--- config.mk ---
export PLATFORM = sky130hd
export DESIGN_NAME = flight_supervisor_tick_controller
export DESIGN_NICKNAME = d
export VERILOG_FILES = /design/src/sv/fstc_pkg.sv /design/src/sv/flight_supervisor_tick_controller.sv
export VERILOG_INCLUDE_DIRS = /design/src /design/src/sv
export SDC_FILE = /design/constraint.sdc
export NUM_CORES = 1
export LEC_CHECK = 0
export CORE_MARGIN = 2
export CORE_UTILIZATION = 50
export CTS_BUF_LIST = sky130_fd_sc_hd__clkbuf_8
export DETAILED_ROUTE_END_ITERATION = 7
export DONT_BUFFER_PORTS = 1
export PLACE_DENSITY_LB_ADDON = 0.1
export SKIP_LAST_GASP = 1
export SYNTH_ARGS = -nofsm -noshare
export SYNTH_HDL_FRONTEND = slang
export SYNTH_SLANG_ARGS = --single-unit
--- constraint.sdc ---
create_clock -name clk -period 7 [get_ports clk]
set_clock_uncertainty 0.05 [all_clocks]
set_input_delay 1.05 -clock clk [delete_from_list [all_inputs] [get_ports clk]]
set_output_delay 1.05 -clock clk [all_outputs]
set_load 0.02 [all_outputs]
--- src/sv/flight_supervisor_tick_controller_assert.svh ---
// Assertion macros for the flight supervisor tick controller.
`ifndef FLIGHT_SUPERVISOR_TICK_CONTROLLER_ASSERT_SVH
`define FLIGHT_SUPERVISOR_TICK_CONTROLLER_ASSERT_SVH

`ifndef SYNTHESIS

// Same-cycle implication, disabled during reset.
`define FSTC_ASSERT_IMPL(label, clk, rst_n, ante, cons) \
    label: assert property (@(posedge clk) disable iff (!rst_n) (ante) |-> (cons)) \
        else $error("fstc assertion failed");

// Next-cycle implication, disabled during reset.
`define FSTC_ASSERT_NEXT(label, clk, rst_n, ante, cons) \
    label: assert property (@(posedge clk) disable iff (!rst_n) (ante) |=> (cons)) \
        else $error("fstc assertion failed");

`else

`define FSTC_ASSERT_IMPL(label, clk, rst_n, ante, cons)
`define FSTC_ASSERT_NEXT(label, clk, rst_n, ante, cons)

`endif

`endif

--- src/sv/fstc_pkg.sv ---
// Shared types and constants for the flight supervisor tick controller.
package fstc_pkg;

    localparam int CNT_W   = 16;
    localparam int CFG_W   = 16;
    localparam int LEVEL_W = 8;
    localparam int IDX_W   = 3;

    localparam logic [CFG_W-1:0] RST_BATTERY_PERIOD   = CFG_W'(100);
    localparam logic [CFG_W-1:0] RST_BLINK_PERIOD     = CFG_W'(100);
    localparam logic [CFG_W-1:0] RST_SETTLE_BLINKS    = CFG_W'(165);
    localparam logic [CFG_W-1:0] RST_HEARTBEAT_PERIOD = CFG_W'(300);
    localparam logic [CFG_W-1:0] RST_LINK_TIMEOUT     = CFG_W'(500);

    typedef enum logic [IDX_W-1:0] {
        REG_BATTERY_PERIOD   = 3'd0,
        REG_BLINK_PERIOD     = 3'd1,
        REG_SETTLE_BLINKS    = 3'd2,
        REG_HEARTBEAT_PERIOD = 3'd3,
        REG_LINK_TIMEOUT     = 3'd4
    } reg_index_t;

    typedef struct packed {
        logic               armed;
        logic               link_active;
        logic [LEVEL_W-1:0] battery_level;
    } tick_t;

    typedef struct packed {
        logic               led_red;
        logic               led_green;
        logic               led_blue;
        logic               battery_report;
        logic [LEVEL_W-1:0] report_level;
        logic               watchdog_feed;
        logic               yaw_zero_capture;
        logic               link_lost;
    } result_t;

endpackage

--- src/sv/flight_supervisor_tick_controller.sv ---
// Flight supervisor tick controller: LED, watchdog, battery and link supervision per tick.
//
//  channel  | handshake                  | payload
//  ---------+----------------------------+---------------------------------
//  tick     | tick_valid / tick_ready    | fstc_pkg::tick_t (armed, link, level)
//  result   | result_valid / result_ready| fstc_pkg::result_t (LEDs, pulses, flag)
//  config   | cfg_write (no handshake)   | cfg_index, cfg_data
//
// One beat per cycle sustained while result_ready holds high. A tick beat lands
// in the input register, and its result is then written into the result register,
// which offers it. All state updates happen in that one pass of counter compares.
// Reset (rst_n low, async) clears the counters and flags, turns the LEDs off and
// loads the register defaults. A stalled result holds the input register; the
// tick side stays open as long as the input register is empty or draining into
// the result register.
`include "flight_supervisor_tick_controller_assert.svh"

module flight_supervisor_tick_controller (
    input  logic                             clk,
    input  logic                             rst_n,
    input  logic                             tick_valid,
    output logic                             tick_ready,
    input  fstc_pkg::tick_t                  tick,
    output logic                             result_valid,
    input  logic                             result_ready,
    output fstc_pkg::result_t                result,
    input  logic                             cfg_write,
    input  logic [fstc_pkg::IDX_W-1:0]       cfg_index,
    input  logic [fstc_pkg::CFG_W-1:0]       cfg_data
);
    import fstc_pkg::*;

    // Configuration registers
    logic [CFG_W-1:0] battery_period_reg;
    logic [CFG_W-1:0] blink_period_reg;
    logic [CFG_W-1:0] settle_blinks_reg;
    logic [CFG_W-1:0] heartbeat_period_reg;
    logic [CFG_W-1:0] link_timeout_reg;

    // Pipeline registers
    tick_t   tick_reg;
    logic    tick_valid_reg;
    logic    tick_valid_next;
    result_t result_reg;
    result_t result_next;
    logic    result_valid_reg;
    logic    result_valid_next;
    logic    advance;

    // Supervisor state
    logic [CNT_W-1:0] heartbeat_count_reg, heartbeat_count_next;
    logic [CNT_W-1:0] battery_count_reg, battery_count_next;
    logic [CNT_W-1:0] blink_count_reg, blink_count_next;
    logic [CNT_W-1:0] blinks_done_reg, blinks_done_next;
    logic [CNT_W-1:0] silence_count_reg, silence_count_next;
    logic             yaw_settled_reg, yaw_settled_next;
    logic             blink_phase_reg, blink_phase_next;
    logic             lost_flag_reg, lost_flag_next;
    logic [2:0]       led_reg, led_next;    // {red, green, blue}, 1 = off

    // Handshake: the input register moves on whenever the result slot is free
    // or being emptied this cycle.
    assign advance           = tick_valid_reg && (!result_valid_reg || result_ready);
    assign tick_ready        = !tick_valid_reg || advance;
    assign tick_valid_next   = (tick_valid && tick_ready) || (tick_valid_reg && !advance);
    assign result_valid_next = advance || (result_valid_reg && !result_ready);
    assign result_valid      = result_valid_reg;
    assign result            = result_reg;

    // Configuration writes; indexes beyond the list are ignored.
    always_ff @(posedge clk or negedge rst_n)
    begin
        if (!rst_n)
        begin
            battery_period_reg   <= RST_BATTERY_PERIOD;
            blink_period_reg     <= RST_BLINK_PERIOD;
            settle_blinks_reg    <= RST_SETTLE_BLINKS;
            heartbeat_period_reg <= RST_HEARTBEAT_PERIOD;
            link_timeout_reg     <= RST_LINK_TIMEOUT;
        end
        else if (cfg_write)
        begin
            case (cfg_index)
                REG_BATTERY_PERIOD:   battery_period_reg   <= cfg_data;
                REG_BLINK_PERIOD:     blink_period_reg     <= cfg_data;
                REG_SETTLE_BLINKS:    settle_blinks_reg    <= cfg_data;
                REG_HEARTBEAT_PERIOD: heartbeat_period_reg <= cfg_data;
                REG_LINK_TIMEOUT:     link_timeout_reg     <= cfg_data;
                default:              ;
            endcase
        end
    end

    // One tick's worth of supervision, in the order: battery, blink, settle,
    // heartbeat, link. The heartbeat sees the lost flag from before this tick.
    always_comb
    begin
        logic r, g, b;
        logic report, feed, capture;

        r = led_reg[2];
        g = led_reg[1];
        b = led_reg[0];
        report  = 1'b0;
        feed    = 1'b0;
        capture = 1'b0;

        heartbeat_count_next = heartbeat_count_reg + CNT_W'(1);
        battery_count_next   = battery_count_reg + CNT_W'(1);
        blink_count_next     = blink_count_reg;
        blinks_done_next     = blinks_done_reg;
        silence_count_next   = silence_count_reg;
        yaw_settled_next     = yaw_settled_reg;
        blink_phase_next     = blink_phase_reg;
        lost_flag_next       = lost_flag_reg;

        // battery report
        if (battery_count_next >= CNT_W'(battery_period_reg))
        begin
            battery_count_next = '0;
            report             = 1'b1;
        end

        // yaw-settling blink and settle check
        if (!yaw_settled_reg)
        begin
            blink_count_next = blink_count_reg + CNT_W'(1);
            if (blink_count_next >= CNT_W'(blink_period_reg))
            begin
                blink_count_next = '0;
                blinks_done_next = blinks_done_reg + CNT_W'(1);
                r                = blink_phase_reg;
                g                = blink_phase_reg;
                blink_phase_next = !blink_phase_reg;
                b                = 1'b1;
            end
            if (blinks_done_next >= CNT_W'(settle_blinks_reg))
            begin
                blinks_done_next = '0;
                capture          = 1'b1;
                yaw_settled_next = 1'b1;
            end
        end

        // heartbeat: watchdog feed and status LED
        if (heartbeat_count_next >= CNT_W'(heartbeat_period_reg))
        begin
            heartbeat_count_next = '0;
            feed                 = 1'b1;
            if (!lost_flag_reg)
            begin
                if (tick_reg.armed)
                begin
                    r = 1'b1;
                    g = 1'b1;
                    b = !b;
                end
                else if (yaw_settled_next)
                begin
                    r = 1'b1;
                    b = 1'b1;
                    g = !g;
                end
            end
            else
            begin
                r = !r;
                g = 1'b1;
                b = 1'b1;
            end
        end

        // link supervision, only while armed
        if (tick_reg.armed)
        begin
            if (!tick_reg.link_active)
            begin
                silence_count_next = silence_count_reg + CNT_W'(1);
            end
            else
            begin
                silence_count_next = '0;
                lost_flag_next     = 1'b0;
            end
            if (silence_count_next >= CNT_W'(link_timeout_reg))
            begin
                silence_count_next = '0;
                lost_flag_next     = 1'b1;
            end
        end

        led_next = {r, g, b};

        result_next.led_red          = r;
        result_next.led_green        = g;
        result_next.led_blue         = b;
        result_next.battery_report   = report;
        result_next.report_level     = report ? tick_reg.battery_level : '0;
        result_next.watchdog_feed    = feed;
        result_next.yaw_zero_capture = capture;
        result_next.link_lost        = lost_flag_next;
    end

    // Control and state
    always_ff @(posedge clk or negedge rst_n)
    begin
        if (!rst_n)
        begin
            tick_valid_reg      <= 1'b0;
            result_valid_reg    <= 1'b0;
            heartbeat_count_reg <= '0;
            battery_count_reg   <= '0;
            blink_count_reg     <= '0;
            blinks_done_reg     <= '0;
            silence_count_reg   <= '0;
            yaw_settled_reg     <= 1'b0;
            blink_phase_reg     <= 1'b0;
            lost_flag_reg       <= 1'b0;
            led_reg             <= '1;
        end
        else
        begin
            tick_valid_reg   <= tick_valid_next;
            result_valid_reg <= result_valid_next;
            if (advance)
            begin
                heartbeat_count_reg <= heartbeat_count_next;
                battery_count_reg   <= battery_count_next;
                blink_count_reg     <= blink_count_next;
                blinks_done_reg     <= blinks_done_next;
                silence_count_reg   <= silence_count_next;
                yaw_settled_reg     <= yaw_settled_next;
                blink_phase_reg     <= blink_phase_next;
                lost_flag_reg       <= lost_flag_next;
                led_reg             <= led_next;
            end
        end
    end

    // Payload registers
    always_ff @(posedge clk)
    begin
        if (tick_valid && tick_ready)
        begin
            tick_reg <= tick;
        end
        if (advance)
        begin
            result_reg <= result_next;
        end
    end

    // Settling is permanent once reached.
    `FSTC_ASSERT_NEXT(a_settled_sticky, clk, rst_n, yaw_settled_reg, yaw_settled_reg)
    // A capture pulse leaves yaw settled.
    `FSTC_ASSERT_NEXT(a_capture_settles, clk, rst_n, advance && result_next.yaw_zero_capture, yaw_settled_reg)
    // A watchdog feed restarts the heartbeat count.
    `FSTC_ASSERT_NEXT(a_feed_restarts, clk, rst_n, advance && result_next.watchdog_feed, heartbeat_count_reg == '0)
    // An empty result slot never blocks the tick side.
    `FSTC_ASSERT_IMPL(a_ready_when_free, clk, rst_n, !result_valid_reg, tick_ready)

endmodule
==> impl_summary.md <==
Global routing
Entering global routing, the biggest net connects roughly 170 pins. The residual overflow from global routing is 0. The number of antenna violations at the first check in global routing is 0.

The number of global-route vias before repair is 7371. In the global route stage, overall resource usage came out at between 20 and 25%. The global-route wire length before repair is around 39000 um.

Synthesis
Of the synthesized area, sequential elements account for a little under half. The area of the mapped netlist is approximately 0.011 sq mm. The synthesized net count is between 1000 and 1500. In this run, synthesis produced a sequential element count of around 190. For this run, the leading register cell type out of synthesis is dfrtp_1. Counting distinct cell types in the post-synthesis netlist gives 54. The share of flip-flops with an asynchronous set or reset is between 80 and 90%. In this run, synthesis inferred 25 flip-flops with an integrated enable. Averaged over all synthesized cells, the footprint is between 9 and 10 sq um. The total number of yosys warnings is 0.

The count of mapped cells out of synthesis is roughly 1100.

Floorplanning
The die outline height is ~150 um. During I/O placement, the number of pins put on the boundary was between 50 and 60. The floorplan core area is 0.0212 sq mm. For this configuration, the core starts out at a cell density of between 50% and 60%. The horizontal die dimension is between 150 and 200 um. The die covers around 0.023 sq mm. The count of standard-cell rows is 53.

Clocking
Clock-pin slew was measured on the worst setup and hold paths at 0.10 ns. The root buffer selected by CTS is clkbuf_8. The total CTS buffers is 17.

At the later pin of the worst-skew pair, clock insertion delay measures ~0.47 ns. The number of setup buffers added after CTS is 0. The H-tree level count is 4. Counting every sink on the clock net gives roughly 190.

TritonCTS built the clock tree. No sink is reached through more buffers than the 2 on the longest clock path.

Timing
Setup repair after global routing left no endpoint under its margin. The worst path in the final design needs a cycle of 6.26 ns, including I/O delays and setup. Timing would allow up to 160 MHz. The count of final max-slew check failures is 0. The slew at the pin closest to its max-slew limit is just over 1 ns.

The number of failing hold endpoints at the final stage is 0. The number of setup violations in the final report is 0. After routing, the total negative slack on setup checks comes to 0 ns. The hold slack is 0.211 ns. Dividing the final minimum period by the clock period gives between 80 and 90%. The worst slew margin relative to its limit is 32.2%.

Worst setup path
The type of origin of the critical path is a flop. STA puts the critical path data arrival time at ~6.6 ns. The signal on the critical path passes through ha_1 -> nand3_1 -> nor2_1 -> and3_1 -> and3_1 -> and3_1 -> xor2_1 -> ha_1 -> nand4_1 -> nor3_2 -> or4b_4 -> nand3_4 -> buf_4 -> nand2_1 -> nor2_1 -> xor2_1 -> ha_1 -> a21oi_1 -> nand2_1 -> a221o_1 -> a211o_2 -> o41ai_4 -> mux2i_1 -> mux2_2. The slowest library cell on the worst path is or4b_4. The cell family contributing the most delay on the critical path is simple AND/OR/NAND/NOR gates.

The worst setup path is captured at a flop. The critical setup path kind is reg2reg. The number of buffers and inverters on the critical path is 1. The maximum fanout count along the critical path is 25. Data on the critical path is required at its endpoint by 7.35 ns. The delay of the slowest cell on the worst path is around 0.53 ns.

Detailed routing
The via count is 7846. The number of routed nets with antenna violations is 0. After detailed routing, the total wire length is 24100 um. The detailed router put a total of roughly 12000 um of wire on met1.

In the routed layout, each cell is associated on average with a via count of about 5.5. The met2 wirelength from detailed routing is between 10000 and 15000 um. The routed length on met3 is between 900 and 1000 um. The detailed router's first-iteration violation count is 480. For this run, design rule violations remaining after detail routing come to 0. Before antenna repair, the detailed router went through 5 iterations.

The uppermost layer routed is met4. In the final routed layout, each cell accounts on average for 17.0 um.

Power and ir drop
The power density relative to cell area is between 200 and 250 mW/mm^2. The switching part of the total is a little under a third. The net switching power of the design is between 800 and 900 uW. The part of the power in the clock network is 26.7%. Summed over all cells, the static leakage comes to approximately 5.2 nW. The cell internal power dissipation is between 1.5 and 2 mW. The combinational share of power is ~20%.

The peak supply drop is about 0.12 mV. The sequential group share of total power is roughly 53%.

Hold path
The worst min-delay path category is in2async.

Outcome
The flow ran to the end, and the final reports show no timing, DRC or antenna violations.

Flow run
The number of violations of the max-capacitance limit is 0.

Cells and area
The number of antenna diodes in the final layout is 0. The signed area change from the synthesized netlist to the final layout is 5.56%. In the final design database the tool counted 1245 nets.

Of the cells placed in the final design, the portion with a size suffix greater than 1 is about 9%.

Placement
The routability congestion estimate from global placement is between 0.8 and 0.9. The count of input and output buffers is 0. Detailed placement ended at an HPWL of 16600 um.
[cell usage in the layout, fill, tap and decap left out, types with 9 or more instances in the layout]
| master | n |
|---|---|
| a21o_1 | 16 |
| a21oi_1 | 30 |
| a22o_1 | 9 |
| and2_1 | 14 |
| and3_1 | 24 |
| buf_4 | 9 |
| clkbuf_8 | 18 |
| dfrtp_1 | 145 |
| dfstp_2 | 23 |
| edfxtp_1 | 25 |
| ha_1 | 85 |
| inv_1 | 85 |
| mux2_2 | 22 |
| nand2_1 | 181 |
| nand2b_1 | 19 |
| nand3_1 | 28 |
| nand4_1 | 23 |
| nor2_1 | 46 |
| o21ai_0 | 154 |
| o31ai_1 | 24 |
| o41ai_1 | 10 |
| xnor2_1 | 42 |
| xor2_1 | 29 |
[power groups by stage]
stage | registers (mW) | logic (mW) | clock network (mW)
after floorplan | 1.42 | 0.427 | 0
after global placement | 1.45 | 0.525 | 0
after detailed placement | 1.46 | 0.541 | 0
after CTS | 1.43 | 0.547 | 0.737
after global routing | 1.46 | 0.626 | 0.786
final | 1.43 | 0.541 | 0.719
[cells in the mapped netlist (25+ instances only)]
master    number  share of area (%)
nand2_1      181                6.3
ha_1          85                9.8
nor2_1        48                1.7
a21oi_1       30                1.4
o31ai_1       25                1.7
clkbuf_1      45                1.6
xnor2_1       42                3.4
o21ai_0      154                7.1
xor2_1        29                2.3
edfxtp_1      25                6.9
dfrtp_1      145                 33
inv_1         84                2.9
nand3_1       28                1.3
[path summary, 6_finish.rpt]
check,start,end,slack (ns),cells past startpoint
worst min-delay path,rst_n,link_timeout_reg[10],0.21,0
worst min register to register,tick_valid_reg,result_valid,0.46,1
min in group clk,tick_valid_reg,result_valid,0.46,1
worst max-delay path,blink_count_reg[0],led_reg[1],0.74,24
max in group asynchronous,rst_n,blink_period_reg[2],6.36,0
worst max register to register,blink_count_reg[0],led_reg[1],0.74,24
[area by class of cell]
cell class                 instances  area [sq um]
multi-input combinational        820          5380
clock inverter                    14           130
clock buffer                      18           248
fill                            1967          9680
timing repair buffer               9          67.6
sequential                       193          4980
tap                              275           344
inverter                          85           319
[per-layer routing]
metal / up-vias / global-route usage [%]
met2: 108 / 35.1
li1: 3930 / -
met3: 17 / 4.64
met4: 0 / 4.44
met1: 3791 / 31.8
met5: - / 0
[cells by family after synthesis]
kind of cell	Yosys count	share of synthesized area (%)
compound gates	270	15.1
xor+xnor	71	5.72
fa+ha+maj	85	9.79
buf+inv	135	4.84
flops	193	45.9
mux	28	2.83
simple gates	366	15.8
[what timing repair did]
action	4_1_cts	5_1_grt
hold buffers	0	0
resized for setup	0	1
setup endpoints to repair	0	1
[worst reg2reg max path: stages, from the launching register on]
cell	delay (ns)
dfrtp_1	0.43
ha_1	0.24
nand3_1	0.12
nor2_1	0.28
and3_1	0.28
and3_1	0.24
and3_1	0.22
xor2_1	0.08
ha_1	0.29
nand4_1	0.11
nor3_2	0.21
or4b_4	0.53
nand3_4	0.11
buf_4	0.27
nand2_1	0.20
nor2_1	0.18
xor2_1	0.19
ha_1	0.27
a21oi_1	0.14
nand2_1	0.08
a221o_1	0.32
a211o_2	0.50
o41ai_4	0.38
mux2i_1	0.15
mux2_2	0.29
[metrics by stage]
stage / util [%] / total power, mW / cells / cell area, sq um / setup slack [ns]
2_1_floorplan: - / 1.85 / 1148 / 10900 / 1.52
4_1_cts: 54.2 / 2.72 / 1414 / 11500 / 0.617
3_3_place_gp: 52.4 / 1.98 / 1382 / 11100 / 0.766
6_report: 54.2 / 2.69 / 1414 / 11500 / 0.743
5_1_grt: 54.2 / 2.87 / 1414 / 11500 / 0.130
3_5_place_dp: 52.4 / 2.00 / 1382 / 11100 / 0.646
Power figures use the tool's default switching activity.
